[src/hw/rtl/edom_pkg.sv]
// Package with the shared types, constants and helper functions of the echo distance monitor.
package edom_pkg;

   // Field widths of the words on the channels.
   localparam int unsigned ECHO_W  = 16;
   localparam int unsigned DIST_W  = 11;
   localparam int unsigned RUN_W   = 10;
   localparam int unsigned COUNT_W = 2;
   localparam int unsigned INDEX_W = 2;
   localparam int unsigned DATA_W  = 11;

   // Register reset values.
   localparam logic [DIST_W-1:0] OBSTACLE_LIMIT_RESET = 11'd30;
   localparam logic [DIST_W-1:0] SAME_TOLERANCE_RESET = 11'd25;
   localparam logic [RUN_W-1:0]  STUCK_REPEATS_RESET  = 10'd10;

   // The run counter saturates at its all-ones value.
   localparam logic [RUN_W-1:0] RUN_MAX = '1;

   // Samples per median group, as the index of the last slot.
   localparam logic [COUNT_W-1:0] LAST_SLOT = 2'd2;

   // Divide by 58 as a halving and then a divide by 29. With a 15-bit dividend,
   // 18079 / 2^19 is close enough to 1/29 that the floor is always exact.
   localparam int unsigned    DIV_HALF_W = ECHO_W - 1;
   localparam int unsigned    DIV_PROD_W = 2 * DIV_HALF_W;
   localparam int unsigned    DIV_SHIFT  = 19;
   localparam logic [DIV_HALF_W-1:0] DIV_RECIP = 15'd18079;

   // Operation codes of an input word.
   typedef enum logic [0:0] {
      OP_ECHO  = 1'b0,
      OP_CLEAR = 1'b1
   } edom_op_type;

   // Configuration register indexes.
   typedef enum logic [INDEX_W-1:0] {
      CSR_OBSTACLE_LIMIT = 2'd0,
      CSR_SAME_TOLERANCE = 2'd1,
      CSR_STUCK_REPEATS  = 2'd2
   } edom_csr_type;

   // Converts an echo width in microseconds to whole centimetres.
   function automatic logic [DIST_W-1:0] echo_to_cm(input logic [ECHO_W-1:0] echo);
      logic [DIV_PROD_W-1:0] prod;
      prod = DIV_PROD_W'(echo[ECHO_W-1:1]) * DIV_PROD_W'(DIV_RECIP);
      return prod[DIV_SHIFT +: DIST_W];
   endfunction

   // Middle value of three.
   function automatic logic [DIST_W-1:0] median3(input logic [DIST_W-1:0] a,
                                                  input logic [DIST_W-1:0] b,
                                                  input logic [DIST_W-1:0] c);
      logic [DIST_W-1:0] lo;
      logic [DIST_W-1:0] hi;
      logic [DIST_W-1:0] mid;
      lo  = (a < b) ? a : b;
      hi  = (a < b) ? b : a;
      mid = (hi < c) ? hi : c;
      return (lo > mid) ? lo : mid;
   endfunction

endpackage

[src/hw/rtl/edom_channels.sv]
// Channel interfaces of the echo distance monitor: request, response and register write.

interface edom_req_if;
   import edom_pkg::*;
   logic              valid;
   logic              ready;
   logic [0:0]        op;
   logic [ECHO_W-1:0] echo_us;
   logic              armed;
   modport source (output valid, output op, output echo_us, output armed, input ready);
   modport sink   (input valid, input op, input echo_us, input armed, output ready);
endinterface

interface edom_rsp_if;
   import edom_pkg::*;
   logic              valid;
   logic              ready;
   logic              distance_valid;
   logic [DIST_W-1:0] distance_out_cm;
   logic              stop_flag;
   logic              stop_motors;
   modport source (output valid, output distance_valid, output distance_out_cm,
                   output stop_flag, output stop_motors, input ready);
   modport sink   (input valid, input distance_valid, input distance_out_cm,
                   input stop_flag, input stop_motors, output ready);
endinterface

interface edom_csr_if;
   import edom_pkg::*;
   logic               valid;
   logic               ready;
   logic [INDEX_W-1:0] index;
   logic [DATA_W-1:0]  wdata;
   modport source (output valid, output index, output wdata, input ready);
   modport sink   (input valid, input index, input wdata, output ready);
endinterface

[src/hw/rtl/echo_distance_obstacle_monitor_unit.sv]
// Top level of the echo distance monitor: cm conversion, median of three and stop logic.
//
//   Channel    Direction  Word
//   req_chan   in         op, echo_us, armed
//   rsp_chan   out        distance_valid, distance_out_cm, stop_flag, stop_motors
//   csr_chan   in         index, wdata (register write)
//
// One word is taken per cycle while the response side is not stalled. The divide by 58
// runs on a single 15 x 15 multiplier as a word is captured into the input stage; the word
// is then folded into the filter state and written to the response register.
// Reset is synchronous and clears all control state and the registers to their defaults.
// A stalled response holds both stages; the request side stalls only when both are full.
// Register writes are always taken and take effect in the following cycle.
module echo_distance_obstacle_monitor_unit
   import edom_pkg::*;
(
   input  logic     clock,
   input  logic     reset,
   edom_req_if.sink   req_chan,
   edom_rsp_if.source rsp_chan,
   edom_csr_if.sink   csr_chan
);

   // Configuration registers.
   logic [DIST_W-1:0] obstacle_limit_ff;
   logic [DIST_W-1:0] same_tolerance_ff;
   logic [RUN_W-1:0]  stuck_repeats_ff;

   // Input stage.
   logic              s1_valid_ff, s1_valid_in;
   logic [0:0]        s1_op_ff;
   logic [DIST_W-1:0] s1_dist_ff;
   logic              s1_armed_ff;

   // Filter state.
   logic [COUNT_W-1:0] count_ff, count_in;
   logic [DIST_W-1:0]  win0_ff, win0_in;
   logic [DIST_W-1:0]  win1_ff, win1_in;
   logic [DIST_W-1:0]  prev_ff, prev_in;
   logic [RUN_W-1:0]   run_ff, run_in;
   logic               latch_ff, latch_in;

   // Response register.
   logic              rsp_valid_ff;
   logic              rsp_dvalid_ff;
   logic [DIST_W-1:0] rsp_dist_ff;
   logic              rsp_flag_ff;
   logic              rsp_pulse_ff;

   logic              s2_take;
   logic              s2_fire;
   logic              req_fire;
   logic [DIST_W-1:0] median;
   logic [DIST_W-1:0] diff;
   logic              med_valid;
   logic              pulse;

   // Register writes are never stalled; unknown indexes are dropped.
   assign csr_chan.ready = 1'b1;

   always_ff @(posedge clock) begin
      if (reset) begin
         obstacle_limit_ff <= OBSTACLE_LIMIT_RESET;
         same_tolerance_ff <= SAME_TOLERANCE_RESET;
         stuck_repeats_ff  <= STUCK_REPEATS_RESET;
      end else if (csr_chan.valid) begin
         unique case (csr_chan.index)
            CSR_OBSTACLE_LIMIT: obstacle_limit_ff <= csr_chan.wdata;
            CSR_SAME_TOLERANCE: same_tolerance_ff <= csr_chan.wdata;
            CSR_STUCK_REPEATS:  stuck_repeats_ff  <= csr_chan.wdata[RUN_W-1:0];
            default: ;
         endcase
      end
   end

   // Handshake: the filter stage moves when the response register is free or leaving.
   assign s2_take        = !rsp_valid_ff || rsp_chan.ready;
   assign s2_fire        = s1_valid_ff && s2_take;
   assign req_chan.ready = !s1_valid_ff || s2_take;
   assign req_fire       = req_chan.valid && req_chan.ready;

   assign s1_valid_in = req_fire || (s1_valid_ff && !s2_take);

   // Input stage: capture the word and convert the echo width to centimetres.
   always_ff @(posedge clock) begin
      if (reset) begin
         s1_valid_ff <= 1'b0;
      end else begin
         s1_valid_ff <= s1_valid_in;
      end
   end

   always_ff @(posedge clock) begin
      if (req_fire) begin
         s1_op_ff    <= req_chan.op;
         s1_dist_ff  <= echo_to_cm(req_chan.echo_us);
         s1_armed_ff <= req_chan.armed;
      end
   end

   // Median of the two stored samples and the newest one, and its change from the last.
   assign median = median3(win0_ff, win1_ff, s1_dist_ff);
   assign diff   = (median >= prev_ff) ? (median - prev_ff) : (prev_ff - median);

   // Filter update for the word leaving the input stage.
   always_comb begin
      count_in  = count_ff;
      win0_in   = win0_ff;
      win1_in   = win1_ff;
      prev_in   = prev_ff;
      run_in    = run_ff;
      latch_in  = latch_ff;
      med_valid = 1'b0;
      pulse     = 1'b0;
      if (s2_fire) begin
         if (s1_op_ff == OP_CLEAR) begin
            latch_in = 1'b0;
         end else if (count_ff >= LAST_SLOT) begin
            count_in  = '0;
            med_valid = 1'b1;
            if (s1_armed_ff && (diff <= same_tolerance_ff)) begin
               run_in = (run_ff == RUN_MAX) ? run_ff : run_ff + 1'b1;
               if (run_in >= stuck_repeats_ff) begin
                  latch_in = 1'b1;
               end
            end else begin
               run_in = '0;
            end
            if (s1_armed_ff && (median <= obstacle_limit_ff)) begin
               latch_in = 1'b1;
               pulse    = 1'b1;
            end
            prev_in = median;
         end else begin
            count_in = count_ff + 1'b1;
            if (count_ff == '0) begin
               win0_in = s1_dist_ff;
            end else begin
               win1_in = s1_dist_ff;
            end
         end
      end
   end

   always_ff @(posedge clock) begin
      if (reset) begin
         count_ff <= '0;
         prev_ff  <= '0;
         run_ff   <= '0;
         latch_ff <= 1'b0;
      end else begin
         count_ff <= count_in;
         prev_ff  <= prev_in;
         run_ff   <= run_in;
         latch_ff <= latch_in;
      end
   end

   // The sample window is only read once both entries of the group are written.
   always_ff @(posedge clock) begin
      win0_ff <= win0_in;
      win1_ff <= win1_in;
   end

   // Response register.
   always_ff @(posedge clock) begin
      if (reset) begin
         rsp_valid_ff <= 1'b0;
      end else if (s2_fire) begin
         rsp_valid_ff <= 1'b1;
      end else if (rsp_chan.ready) begin
         rsp_valid_ff <= 1'b0;
      end
   end

   always_ff @(posedge clock) begin
      if (s2_fire) begin
         rsp_dvalid_ff <= med_valid;
         rsp_dist_ff   <= med_valid ? median : '0;
         rsp_flag_ff   <= latch_in;
         rsp_pulse_ff  <= pulse;
      end
   end

   assign rsp_chan.valid           = rsp_valid_ff;
   assign rsp_chan.distance_valid  = rsp_dvalid_ff;
   assign rsp_chan.distance_out_cm = rsp_dist_ff;
   assign rsp_chan.stop_flag       = rsp_flag_ff;
   assign rsp_chan.stop_motors     = rsp_pulse_ff;

   // A motor stop always comes with a new distance and a raised flag.
   assert property (@(posedge clock) disable iff (reset)
      rsp_chan.valid && rsp_chan.stop_motors |-> rsp_chan.distance_valid && rsp_chan.stop_flag)
      else $error("stop_motors without distance or stop flag");

   // The group counter never passes the last slot.
   assert property (@(posedge clock) disable iff (reset) count_ff <= LAST_SLOT)
      else $error("sample counter out of range");

   // A clear word leaves the flag low in its response.
   assert property (@(posedge clock) disable iff (reset)
      s2_fire && (s1_op_ff == OP_CLEAR) |=> rsp_chan.valid && !rsp_chan.stop_flag)
      else $error("clear did not drop the stop flag");

   // The third sample of a group gives a distance.
   assert property (@(posedge clock) disable iff (reset)
      s2_fire && (s1_op_ff == OP_ECHO) && (count_ff == LAST_SLOT) |=> rsp_chan.distance_valid)
      else $error("third sample gave no distance");

endmodule
[src/flat_wrapper.sv]
// flat-port wrapper written by rule: the top's interface ports become plain ports
module echo_distance_obstacle_monitor_unit_flat import edom_pkg::*;
  (clock, reset, req_chan_valid, req_chan_op, req_chan_echo_us, req_chan_armed, req_chan_ready, rsp_chan_valid, rsp_chan_distance_valid, rsp_chan_distance_out_cm, rsp_chan_stop_flag, rsp_chan_stop_motors, rsp_chan_ready, csr_chan_valid, csr_chan_index, csr_chan_wdata, csr_chan_ready);
  edom_req_if req_chan_i ();
  edom_rsp_if rsp_chan_i ();
  edom_csr_if csr_chan_i ();
  input  logic clock;
  input  logic reset;
  input wire logic [$bits(req_chan_i.valid)-1:0] req_chan_valid;
  input wire logic [$bits(req_chan_i.op)-1:0] req_chan_op;
  input wire logic [$bits(req_chan_i.echo_us)-1:0] req_chan_echo_us;
  input wire logic [$bits(req_chan_i.armed)-1:0] req_chan_armed;
  output wire logic [$bits(req_chan_i.ready)-1:0] req_chan_ready;
  output wire logic [$bits(rsp_chan_i.valid)-1:0] rsp_chan_valid;
  output wire logic [$bits(rsp_chan_i.distance_valid)-1:0] rsp_chan_distance_valid;
  output wire logic [$bits(rsp_chan_i.distance_out_cm)-1:0] rsp_chan_distance_out_cm;
  output wire logic [$bits(rsp_chan_i.stop_flag)-1:0] rsp_chan_stop_flag;
  output wire logic [$bits(rsp_chan_i.stop_motors)-1:0] rsp_chan_stop_motors;
  input wire logic [$bits(rsp_chan_i.ready)-1:0] rsp_chan_ready;
  input wire logic [$bits(csr_chan_i.valid)-1:0] csr_chan_valid;
  input wire logic [$bits(csr_chan_i.index)-1:0] csr_chan_index;
  input wire logic [$bits(csr_chan_i.wdata)-1:0] csr_chan_wdata;
  output wire logic [$bits(csr_chan_i.ready)-1:0] csr_chan_ready;
  assign req_chan_i.valid = req_chan_valid;
  assign req_chan_i.op = req_chan_op;
  assign req_chan_i.echo_us = req_chan_echo_us;
  assign req_chan_i.armed = req_chan_armed;
  assign req_chan_ready = req_chan_i.ready;
  assign rsp_chan_valid = rsp_chan_i.valid;
  assign rsp_chan_distance_valid = rsp_chan_i.distance_valid;
  assign rsp_chan_distance_out_cm = rsp_chan_i.distance_out_cm;
  assign rsp_chan_stop_flag = rsp_chan_i.stop_flag;
  assign rsp_chan_stop_motors = rsp_chan_i.stop_motors;
  assign rsp_chan_i.ready = rsp_chan_ready;
  assign csr_chan_i.valid = csr_chan_valid;
  assign csr_chan_i.index = csr_chan_index;
  assign csr_chan_i.wdata = csr_chan_wdata;
  assign csr_chan_ready = csr_chan_i.ready;
  echo_distance_obstacle_monitor_unit u_core (.clock(clock), .reset(reset), .req_chan(req_chan_i), .rsp_chan(rsp_chan_i), .csr_chan(csr_chan_i));
endmodule
[config.mk]
export PLATFORM = sky130hd
export DESIGN_NAME = echo_distance_obstacle_monitor_unit_flat
export DESIGN_NICKNAME = d
export VERILOG_FILES = /design/src/hw/rtl/edom_pkg.sv /design/src/hw/rtl/edom_channels.sv /design/src/hw/rtl/echo_distance_obstacle_monitor_unit.sv /design/src/flat_wrapper.sv
export SDC_FILE = /design/constraint.sdc
export NUM_CORES = 1
export LEC_CHECK = 0
export ABC_CLOCK_PERIOD_IN_PS = 8900
export BUFFER_PORTS_ARGS = -buffer_cell sky130_fd_sc_hd__clkbuf_2
export CORE_ASPECT_RATIO = 0.8
export CORE_MARGIN = 10
export CORE_UTILIZATION = 50
export DETAILED_ROUTE_END_ITERATION = 6
export GPL_ROUTABILITY_DRIVEN = 0
export GPL_TIMING_DRIVEN = 1
export PLACE_DENSITY = 0.81
export SLEW_MARGIN = 40
export SYNTH_ARGS = -nofsm -noshare
export SYNTH_HDL_FRONTEND = slang
export SYNTH_SLANG_ARGS = --single-unit
[constraint.sdc]
create_clock -name clock -period 8.9 [get_ports clock]
set_input_delay 0.445 -clock clock [delete_from_list [all_inputs] [get_ports clock]]
set_output_delay 0.445 -clock clock [all_outputs]
set_load 0.005 [all_outputs]
* Word level (Yosys, flattened, before mapping)
Cells that the tools add are included.
** Word-level totals
- Flip-flop bits (word level) :: 107
- Latch bits :: 0
- Memories kept :: 0
- Memory bits (read-only) :: 0
- Word-level logic and storage cells :: 79
- Bits in writable memories :: 0
** Cells by class
- Reduce and logical (&&, ||, !) cells :: 22
- Bitwise logic cells :: 3
- Magnitude comparators :: 8
- Divide/modulo/power cells :: 0
- Shifts and indexed selects :: 0
- Equality and inequality tests :: 3
- Multipliers :: 1
- $add $sub $neg :: 4
- Multiplexer cells :: 20
** Operators with widths (count)
- $mux W11 :: 5
- $mul A15 B15 Y30 const B :: 1
- $le A11 B11 Y1 :: 2
- $lt A11 B11 Y1 :: 2
- $sub A11 B11 Y11 :: 2
- $mux W10 :: 2
- $mux W1 :: 12
- $ge A11 B11 Y1 :: 1
- $gt A11 B11 Y1 :: 1
- $add A10 B1 Y10 const B :: 1
- $eq A10 B10 Y1 const B :: 1
- $ge A10 B10 Y1 :: 1
- $reduce_and A2 Y1 :: 4
- $reduce_and A4 Y1 :: 2
- $logic_and A1 B1 Y1 :: 5
- $logic_not A2 Y1 :: 2
- $logic_not A1 Y1 :: 3
- $logic_or A1 B1 Y1 :: 3
- $not A1 Y1 :: 3
- $reduce_and A3 Y1 :: 1
- $add A2 B1 Y2 const B :: 1
- $eq A2 B1 Y1 const B :: 1
- $eq A2 B2 Y1 const B :: 1
- $ge A2 B2 Y1 const B :: 1
- other kinds (3) :: 3

* Logic depth before layout (Yosys ltp)
Gate-level depths: netlist (run 1).
- Word-level depth :: 15
- Gate-level depth with buffers :: 46
- Mapped depth without buffers :: 41

* Worst setup path after synthesis (run 1)
Ideal clock, no wire load.
- Path kind :: flip-flop to flip-flop
- From :: reg u_core.win0_ff[9]
- To :: reg u_core.run_ff[0]
- Period minus slack after synthesis :: 8916 ps
- Stages on the path, launching flop included :: 42
- Library setup time :: 72 ps
- Buffers on the path :: 6
- Data required time :: 8828 ps
- Setup slack :: -16 ps
- Data arrival time :: 8844 ps
- Cells stage by stage :: edfxtp_1 ha_1 a2111o_1 a221oi_4 o31a_4 nor2_4 buf_6 o21ai_1 ha_1 a21o_1 a21o_1 a21oi_1 o21ai_0 clkbuf_1 or3_4 nand2_1 ha_1 a2111oi_0 [6 not listed] ha_1 clkbuf_1 a2111o_1 o2111ai_1 a21oi_1 nor2_1 buf_2 mux2i_1 ha_1 nor2b_1 o21a_1 o21a_1 o21ai_0 a21oi_1 o31ai_1 clkbuf_1 nand3_1 mux2i_1
** On the way
- Longest elaborated chain between the ends :: 11
- Elaborated cells on any way between the ends :: 14
- Those cells by class :: add/sub (2); order compare (5); mux (6); reduce/logical (1)
** RTL lines
- from (decl) :: line echo_distance_obstacle_monitor_unit.sv:37 : logic [DIST_W-1:0] win0_ff, win0_in;
- from (signal assigned) :: line echo_distance_obstacle_monitor_unit.sv:161 : win0_ff <= win0_in;
- $lt A11 B11 Y1 :: line edom_pkg.sv:57, edom_pkg.sv:58
- $mux W11 :: line edom_pkg.sv:58 : hi = (a < b) ? b : a;
- $lt A11 B11 Y1 :: line edom_pkg.sv:59 : mid = (hi < c) ? hi : c;
- $mux W11 :: line edom_pkg.sv:59
- $gt A11 B11 Y1 :: line edom_pkg.sv:60 : return (lo > mid) ? lo : mid;
- $mux W11 (*) :: line edom_pkg.sv:60
- named net u_core.median[6] :: line echo_distance_obstacle_monitor_unit.sv:53 : logic [DIST_W-1:0] median;
- $sub A11 B11 Y11 or $ge A11 B11 Y1 (tied branches) :: line echo_distance_obstacle_monitor_unit.sv:103 : assign diff = (median >= prev_ff) ? (median - prev_ff) : (prev_ff - median);
- $mux W11 (*) :: line echo_distance_obstacle_monitor_unit.sv:103
- $le A11 B11 Y1 (*) :: line echo_distance_obstacle_monitor_unit.sv:121 : if (s1_armed_ff && (diff <= same_tolerance_ff)) begin
- $logic_and A1 B1 Y1 (*) :: line echo_distance_obstacle_monitor_unit.sv:121
- $mux W10 (*) :: line echo_distance_obstacle_monitor_unit.sv:121
- to (signal assigned) :: line echo_distance_obstacle_monitor_unit.sv:154 : run_ff <= run_in;
- to (decl) :: line echo_distance_obstacle_monitor_unit.sv:40 : logic [RUN_W-1:0] run_ff, run_in;
Mark *: on every way through the listed nets, which the timed path passes. The rest lies on a longest branch.
A chain may end at the register's enable or synchronous reset.

* Final worst setup path (run 1)
- From :: reg u_core.win1_ff[9]
- To :: reg u_core.run_ff[0]
** On the way
- Longest elaborated chain between the ends :: 11
- Elaborated cells on any way between the ends :: 14
- Those cells by class :: add/sub (2); order compare (5); mux (6); reduce/logical (1)
** RTL lines
- from (decl) :: line echo_distance_obstacle_monitor_unit.sv:38 : logic [DIST_W-1:0] win1_ff, win1_in;
- from (signal assigned) :: line echo_distance_obstacle_monitor_unit.sv:162 : win1_ff <= win1_in;
- $lt A11 B11 Y1 :: line edom_pkg.sv:57, edom_pkg.sv:58
- $mux W11 :: line edom_pkg.sv:58
- $lt A11 B11 Y1 :: line edom_pkg.sv:59
- $mux W11 :: line edom_pkg.sv:59
- $gt A11 B11 Y1 :: line edom_pkg.sv:60
- $mux W11 (*) :: line edom_pkg.sv:60
- named net u_core.median[4] :: line echo_distance_obstacle_monitor_unit.sv:53
- $sub A11 B11 Y11 or $ge A11 B11 Y1 (tied branches) :: line echo_distance_obstacle_monitor_unit.sv:103
- $mux W11 (*) :: line echo_distance_obstacle_monitor_unit.sv:103
- $le A11 B11 Y1 (*) :: line echo_distance_obstacle_monitor_unit.sv:121
- $logic_and A1 B1 Y1 (*) :: line echo_distance_obstacle_monitor_unit.sv:121
- $mux W10 (*) :: line echo_distance_obstacle_monitor_unit.sv:121
Marks and branches as above.

==> results of run 1 <==
==> state kept, by name, summed over array words and instances (netlist names) <==
signal / cells
u_core.rsp_chan.distance_out_cm: 11
u_core.s1_armed_ff: 1
u_core.run_ff: 10
u_core.win0_ff: 11
u_core.s1_valid_ff: 1
u_core.stuck_repeats_ff: 10
u_core.win1_ff: 11
u_core.rsp_chan.stop_flag: 1
u_core.s1_op_ff: 1
u_core.s1_dist_ff: 11
u_core.same_tolerance_ff: 11
u_core.prev_ff: 11
u_core.rsp_chan.distance_valid: 1
u_core.rsp_chan.valid: 1
u_core.count_ff: 2
u_core.rsp_chan.stop_motors: 1
u_core.obstacle_limit_ff: 11
u_core.latch_ff: 1
==> kinds of logic (layout without fill, tap and decap cells) <==
family	count (synthesis)	in the layout	synth area share, %
flops	107	107	23.4
buf+inv	258	352	8.91
xor+xnor	25	25	1.94
fa+ha+maj	280	280	36.5
other cells	1	1	0.0333
simple gates	246	247	11.6
compound gates	220	221	15.0
mux	27	27	2.70
==> critical path: cells and delay by family (launching register included) <==
| kind | cells | cell delay (ns) |
|---|---|---|
| AND/OR/NAND/NOR | 6 | 1.15 |
| adder cells (fa/ha/maj) | 5 | 1.43 |
| AO/OA/AOI/OAI | 22 | 3.81 |
| buffers and inverters | 10 | 1.56 |
| XOR/XNOR | 1 | 0.14 |
| multiplexers | 1 | 0.17 |
| flip-flops | 1 | 0.41 |
==> area by class of cell <==
type                    count  area (um2)
repair buffers            109         722
well taps                 306         383
inverters                 227         852
fillers                  1874        9550
flip-flops and latches    107        2630
clock inverters             5        72.6
multi-input cells         801        7830
clock buffers              11         275
==> layer usage <==
metal | share of wire [%] | vias to the layer above
li1 | - | 4170
met1 | 44 | 4146
met2 | 49 | 234
met3 | 5.4 | 37
met4 | 1.7 | 0
met5 | 0 | -
==> cell usage after synthesis, types with 4 or more instances <==
master    instances  area [um2]
nor2b_1          12        75.1
a32o_1            8        80.1
nand3b_1          4        30.0
nand2b_1         10        62.6
a21oi_1          53         265
clkbuf_1         20        75.1
and2_1            4        25.0
o21ai_1          12        60.1
nand2_1          71         267
nor2_1           59         221
o211ai_1         10        75.1
a31oi_4           9         191
buf_2             4        20.0
o21ai_2           5        43.8
a211o_1           4        35.0
a21o_1           14         105
nand4_1          20         125
mux2_4            5        75.1
a31oi_1           9        56.3
o21ai_0          36         180
xor2_1           10        87.6
xnor2_1          15         131
a311oi_1          4        35.0
ha_1            199        2490
mux2_2            6        67.6
a211oi_1         13        97.6
nor3_1           16        80.1
nor3b_2           9         113
inv_1           227         852
edfxtp_1         49        1470
dfxtp_1          58        1160
mux2i_1          15         150
o31ai_1           4        30.0
a211oi_2          5        62.6
o21a_1           12        90.1
nand3_1          19        95.1
or3_4             9         101
fa_1             81        1620
==> path summary, 6_finish.rpt <==
path	start	end	cells past startpoint	slack (ns)
setup reg to reg	u_core.win1_ff[9]$_DFFE_PP_	u_core.run_ff[0]$_SDFFE_PP0P_	45	0.15
hold / removal	req_chan_armed	u_core.s1_armed_ff$_DFFE_PP_	1	0.27
setup / recovery	u_core.win1_ff[9]$_DFFE_PP_	u_core.run_ff[0]$_SDFFE_PP0P_	45	0.15
hold reg to reg	u_core.same_tolerance_ff[10]$_SDFFE_PP0P_	u_core.same_tolerance_ff[10]$_SDFFE_PP0P_	2	0.46
==> power by group <==
part	total, W	switching, W	internal [W]
combinational	0.00230	0.00126	0.00104
sequential	0.000621	0.0000270	0.000594
clock	0.000449	0.000190	0.000259
==> repair_timing <==
action,CTS,global route
setup buffers,0,16
pin swaps,1,24
cloned,0,4
endpoints found under the setup margin,2,12
resized for setup,0,52
==> through the flow <==
| step | TNS (ns) | hold WS, ns |
|---|---|---|
| after floorplan | 0 | 0.436 |
| after global placement | 0 | 0.443 |
| after detailed placement | 0 | 0.451 |
| after CTS | 0 | 0.257 |
| after global routing | -1.52 | 0.255 |
| final | 0 | 0.266 |
==> impl_metrics.csv, run 1 <==
group,metric,value,unit
floorplan,ios,53,
status,run_status,"complete, no violations",
critical_path,crit_type,"register to register",
drt,drt_wl_total,25500,um
drt,drcViolationCount,0,
logic_synthesis,syn_inst,1164,
pwr,power,0.00337,W
grt,grt_pass1_wl,40800,um
placed_design,dp_slack,0.0193,ns
layout,fin_nets,1571,
drt,ant_nets,0,
logic_synthesis,postSynthAreaPerCell,9.68,um2
grt,met3_usage,2.85,%
logic_synthesis,synth_seq_cells,107,
job,maxCapViolCount,0,
timing,finalHoldViolCount,0,
grt,grt_pass1_vias,8609,
timing,post-route-period-util,98.3,%
layout,area_delta_synth_final,13.3,%
worst_hold_path,hold_class,"input port to register",
pwr,p_leak,5.98,nW
critical_path,cp_slowest_cell,"a2111o_1",
logic_synthesis,yosysSeqAreaShare,23.4,%
floorplan,die_w,188,um
critical_path,crit_fanout,22,
layout,finish.instance_area,12800,um2
layout,instances_no_fill,1566,
critical_path,cp_common_cell,"buf_4",
placed_design,placed_cell_area,12100,um2
layout,layout_common_cells,"221 x inv_1, 195 x ha_1, 81 x fa_1",
clock_tree,cts_buffers,9,
timing,skew,0.00939,ns
layout,drive_gt1_share,17.7,%
clock_tree,cts_sinks,107,
clock_tree,cts_tree,"done",
critical_path,crit_arrival,9.03,ns
floorplan,dieArea,29000,um2
clock_tree,cts.clk_slew.worst_paths,0.08,ns
timing,clock.fmax,114,MHz
critical_path,required,9.18,ns
critical_path,slowest_delay,0.46,ns
clock_tree,clock_latency,0.36,ns
grt,antenna_found_initial,0,
layout,antenna_cells,0,
placed_design,dp_hpwl,20600,um
timing,worst_pin_slew,0.805,ns
logic_synthesis,synth_edf_count,49,
clock_tree,clock_path_buffers,2,
clock_tree,cts_hold_buf,0,
placed_design,dp.cells,1530,
pwr,p_per_area,264,nW/um2
grt,grt_usage,16.8,%
logic_synthesis,synth_area,11300,um2
critical_path,endpoint_kind,"register",
critical_path,critPathLaunchType,"register",
logic_synthesis,ys_types,70,
timing,worst_slack,0.152,ns
logic_synthesis,syn_nets,1480,
timing,relSlewSlack,45.9,%
timing,finalCriticalPeriod,8.75,ns
layout,layout_commonest_cell,"inv_1",
logic_synthesis,async_reset_ff_share,0,%
logic_synthesis,synthFlopType,"dfxtp_1",
floorplan,rows,49,
layout,fin_util,57.2,%
placed_design,placement.io_buffers,50,
pwr,vdd_drop_max,0.357,mV
grt,grt_max_degree,43,
clock_tree,h-tree-depth,3,
grt,grt_util_met1,21.4,%
logic_synthesis,yosys_warnings,0,
drt,first_iter_violations,467,
timing,finalMaxSlewViolations,0,
drt,via_per_inst,5.48,
floorplan,start_util,50.5,%
grt,grt_use_met2,28.8,%
floorplan,coreArea,22300,um2
drt,dr.pass1.iters,5,
drt,dr_total_vias,8587,
grt,grt-ovfl-total,0,
drt,wire_per_inst,16.3,um
grt,grt.busiest_layer,"met2",
floorplan,fp.dieH,154,um
clock_tree,root_buffer,"clkbuf_16",
timing,setup_violations,0,
Power figures use the tool's default switching activity.
==> run 2: changes to the inputs <==
--- a/config.mk
+++ b/config.mk
@@ -6,14 +6,16 @@
 export NUM_CORES = 1
 export LEC_CHECK = 0
 export ABC_CLOCK_PERIOD_IN_PS = 8900
-export BUFFER_PORTS_ARGS = -buffer_cell sky130_fd_sc_hd__clkbuf_2
+export BUFFER_PORTS_ARGS = -buffer_cell sky130_fd_sc_hd__buf_2
+export CELL_PAD_IN_SITES_DETAIL_PLACEMENT = 1
+export CELL_PAD_IN_SITES_GLOBAL_PLACEMENT = 1
 export CORE_ASPECT_RATIO = 0.8
 export CORE_MARGIN = 10
-export CORE_UTILIZATION = 50
+export CORE_UTILIZATION = 45
 export DETAILED_ROUTE_END_ITERATION = 6
 export GPL_ROUTABILITY_DRIVEN = 0
 export GPL_TIMING_DRIVEN = 1
-export PLACE_DENSITY = 0.81
+export PLACE_DENSITY = 0.89
 export SLEW_MARGIN = 40
 export SYNTH_ARGS = -nofsm -noshare
 export SYNTH_HDL_FRONTEND = slang
==> run 2 against run 1 <==
Compared with the run above: the flow now finishes with violations (setup timing); combinational power up 21%; critical path depth grew 3; sequential power is 1% higher; largest power group unchanged; clock-buffer cell count is 1 lower; register-to-register slack got worse by 0.40 ns; clock skew increased by 0.0077 ns; maximum frequency decreased by 4.4%.
==> impl_metrics.csv, run 2 (synthesis results as in run 1) <==
group,metric,value,unit
status,run_status,"finished with violations",
status,violations,"setup timing",
drt,ant_nets,0,
layout,layout_commonest_cell,"inv_1",
timing,relSlewSlack,40.5,%
critical_path,crit_arrival,9.46,ns
layout,instances_no_fill,1604,
clock_tree,clock_latency,0.38,ns
layout,fin_util,53.9,%
grt,grt_max_degree,43,
clock_tree,cts_buffers,9,
placed_design,placed_cell_area,12100,um2
placed_design,dp_slack,-0.321,ns
critical_path,cp_common_cell,"buf_4",
drt,wire_per_inst,23.7,um
floorplan,ios,53,
layout,layout_common_cells,"215 x inv_1, 188 x ha_1, 81 x fa_1",
layout,antenna_cells,0,
layout,drive_gt1_share,21.2,%
timing,skew,0.0171,ns
critical_path,critPathBufInv,14,
timing,rsz0062_at_grt,"true",
grt,grt-ovfl-total,0,
grt,grt_pass1_vias,9887,
critical_path,crit_type,"register to register",
clock_tree,cts_hold_buf,0,
timing,clock.fmax,109,MHz
critical_path,endpoint_kind,"register",
floorplan,fp.dieH,162,um
timing,worst_slack,-0.246,ns
timing,post-route-period-util,103,%
floorplan,dieArea,31800,um2
timing,finalHoldViolCount,0,
floorplan,rows,51,
grt,grt_usage,20.0,%
clock_tree,h-tree-depth,3,
pwr,power,0.00385,W
pwr,p_per_area,292,nW/um2
drt,first_iter_violations,578,
critical_path,required,9.21,ns
drt,drcViolationCount,0,
drt,drt_wl_total,38100,um
placed_design,dp_hpwl,25700,um
grt,grt_pass1_wl,51100,um
pwr,p_leak,6.12,nW
critical_path,startpoint,"u_core.win1_ff[9]$_DFFE_PP_",
placed_design,dp.cells,1540,
floorplan,die_w,197,um
layout,finish.instance_area,13200,um2
critical_path,critPathLaunchType,"register",
clock_tree,cts_sinks,107,
critical_path,rr_startpoint,"u_core.win1_ff[9]$_DFFE_PP_",
clock_tree,cts.clk_slew.worst_paths,0.09,ns
worst_hold_path,hold_class,"input port to register",
timing,worst_pin_slew,0.889,ns
drt,dr_total_vias,9434,
pwr,vdd_drop_max,0.255,mV
layout,area_delta_synth_final,17.1,%
critical_path,crit_fanout,6,
critical_path,path_delay_family,"compound AO/OA/AOI/OAI gates",
layout,fin_nets,1597,
timing,setup_violations,12,
clock_tree,clock_path_buffers,2,
critical_path,cp_slowest_cell,"a2111o_1",
drt,via_per_inst,5.88,
timing,finalMaxSlewViolations,0,
clock_tree,root_buffer,"clkbuf_16",
clock_tree,cts_tree,"done",
grt,antenna_found_initial,0,
drt,dr.pass1.iters,4,
floorplan,coreArea,24500,um2
floorplan,start_util,46.0,%
worst_hold_path,hold_start,"req_chan_armed",
timing,finalCriticalPeriod,9.15,ns
critical_path,slowest_delay,0.47,ns
job,maxCapViolCount,0,
placed_design,placement.io_buffers,50,
run 2: layer usage:
metal	global-route usage [%]	share of wire, %	vias to the layer above
li1	-	-	4199
met1	23.4	39	4752
met2	36.5	52	325
met3	2.62	4.5	158
met4	7.33	4.9	0
met5	0	0	-
run 2: path summary, 6_finish.rpt:
check	endpoint	depth (start not counted)	slack [ns]
setup / recovery	u_core.run_ff[4]$_SDFFE_PP0P_	48	-0.25
hold / removal	u_core.s1_armed_ff$_DFFE_PP_	1	0.24
setup reg to reg	u_core.run_ff[4]$_SDFFE_PP0P_	48	-0.25
hold reg to reg	u_core.obstacle_limit_ff[6]$_SDFFE_PP0P_	2	0.47
run 2: cell type report:
class | count | area (um2)
Inverter | 227 | 855
Clock inverter | 6 | 82.6
Multi-Input combinational cell | 799 | 7990
Clock buffer | 10 | 250
Tap cell | 318 | 398
Sequential cell | 107 | 2630
Timing Repair Buffer | 137 | 991
Fill cell | 2766 | 11300
run 2: report_power, final:
part / internal [W] / total (W) / switching (W)
combinational: 0.00122 / 0.00278 / 0.00156
sequential: 0.000594 / 0.000629 / 0.0000345
clock: 0.000218 / 0.000445 / 0.000226
total: 0.00203 / 0.00385 / 0.00182
run 2: repair_timing:
item	in CTS	in global routing
setup buffers	13	33
gates resized for setup	16	73
endpoints found under the setup margin	12	12
pin swaps	5	36
cloned	0	2
run 2: stage by stage:
| stage | TNS, ns | hold slack, ns |
|---|---|---|
| 6_report | -1.76 | 0.240 |
| 2_1_floorplan | 0 | 0.436 |
| 4_1_cts | 0 | 0.241 |
| 5_1_grt | -4.26 | 0.237 |
| 3_5_place_dp | -1.09 | 0.451 |
| 3_3_place_gp | -0.0951 | 0.444 |
run 2: worst register-to-register path, delay by kind of cell (launching register included):
| kind | cells | cell delay (ns) |
|---|---|---|
| AOI/OAI and AO/OA | 21 | 4.31 |
| and+or+nand+nor | 6 | 0.92 |
| adders and majority gates | 5 | 1.30 |
| DFF | 1 | 0.41 |
| xor gates and xnor gates | 1 | 0.12 |
| muxes | 1 | 0.17 |
| buffers and inverters | 14 | 1.87 |
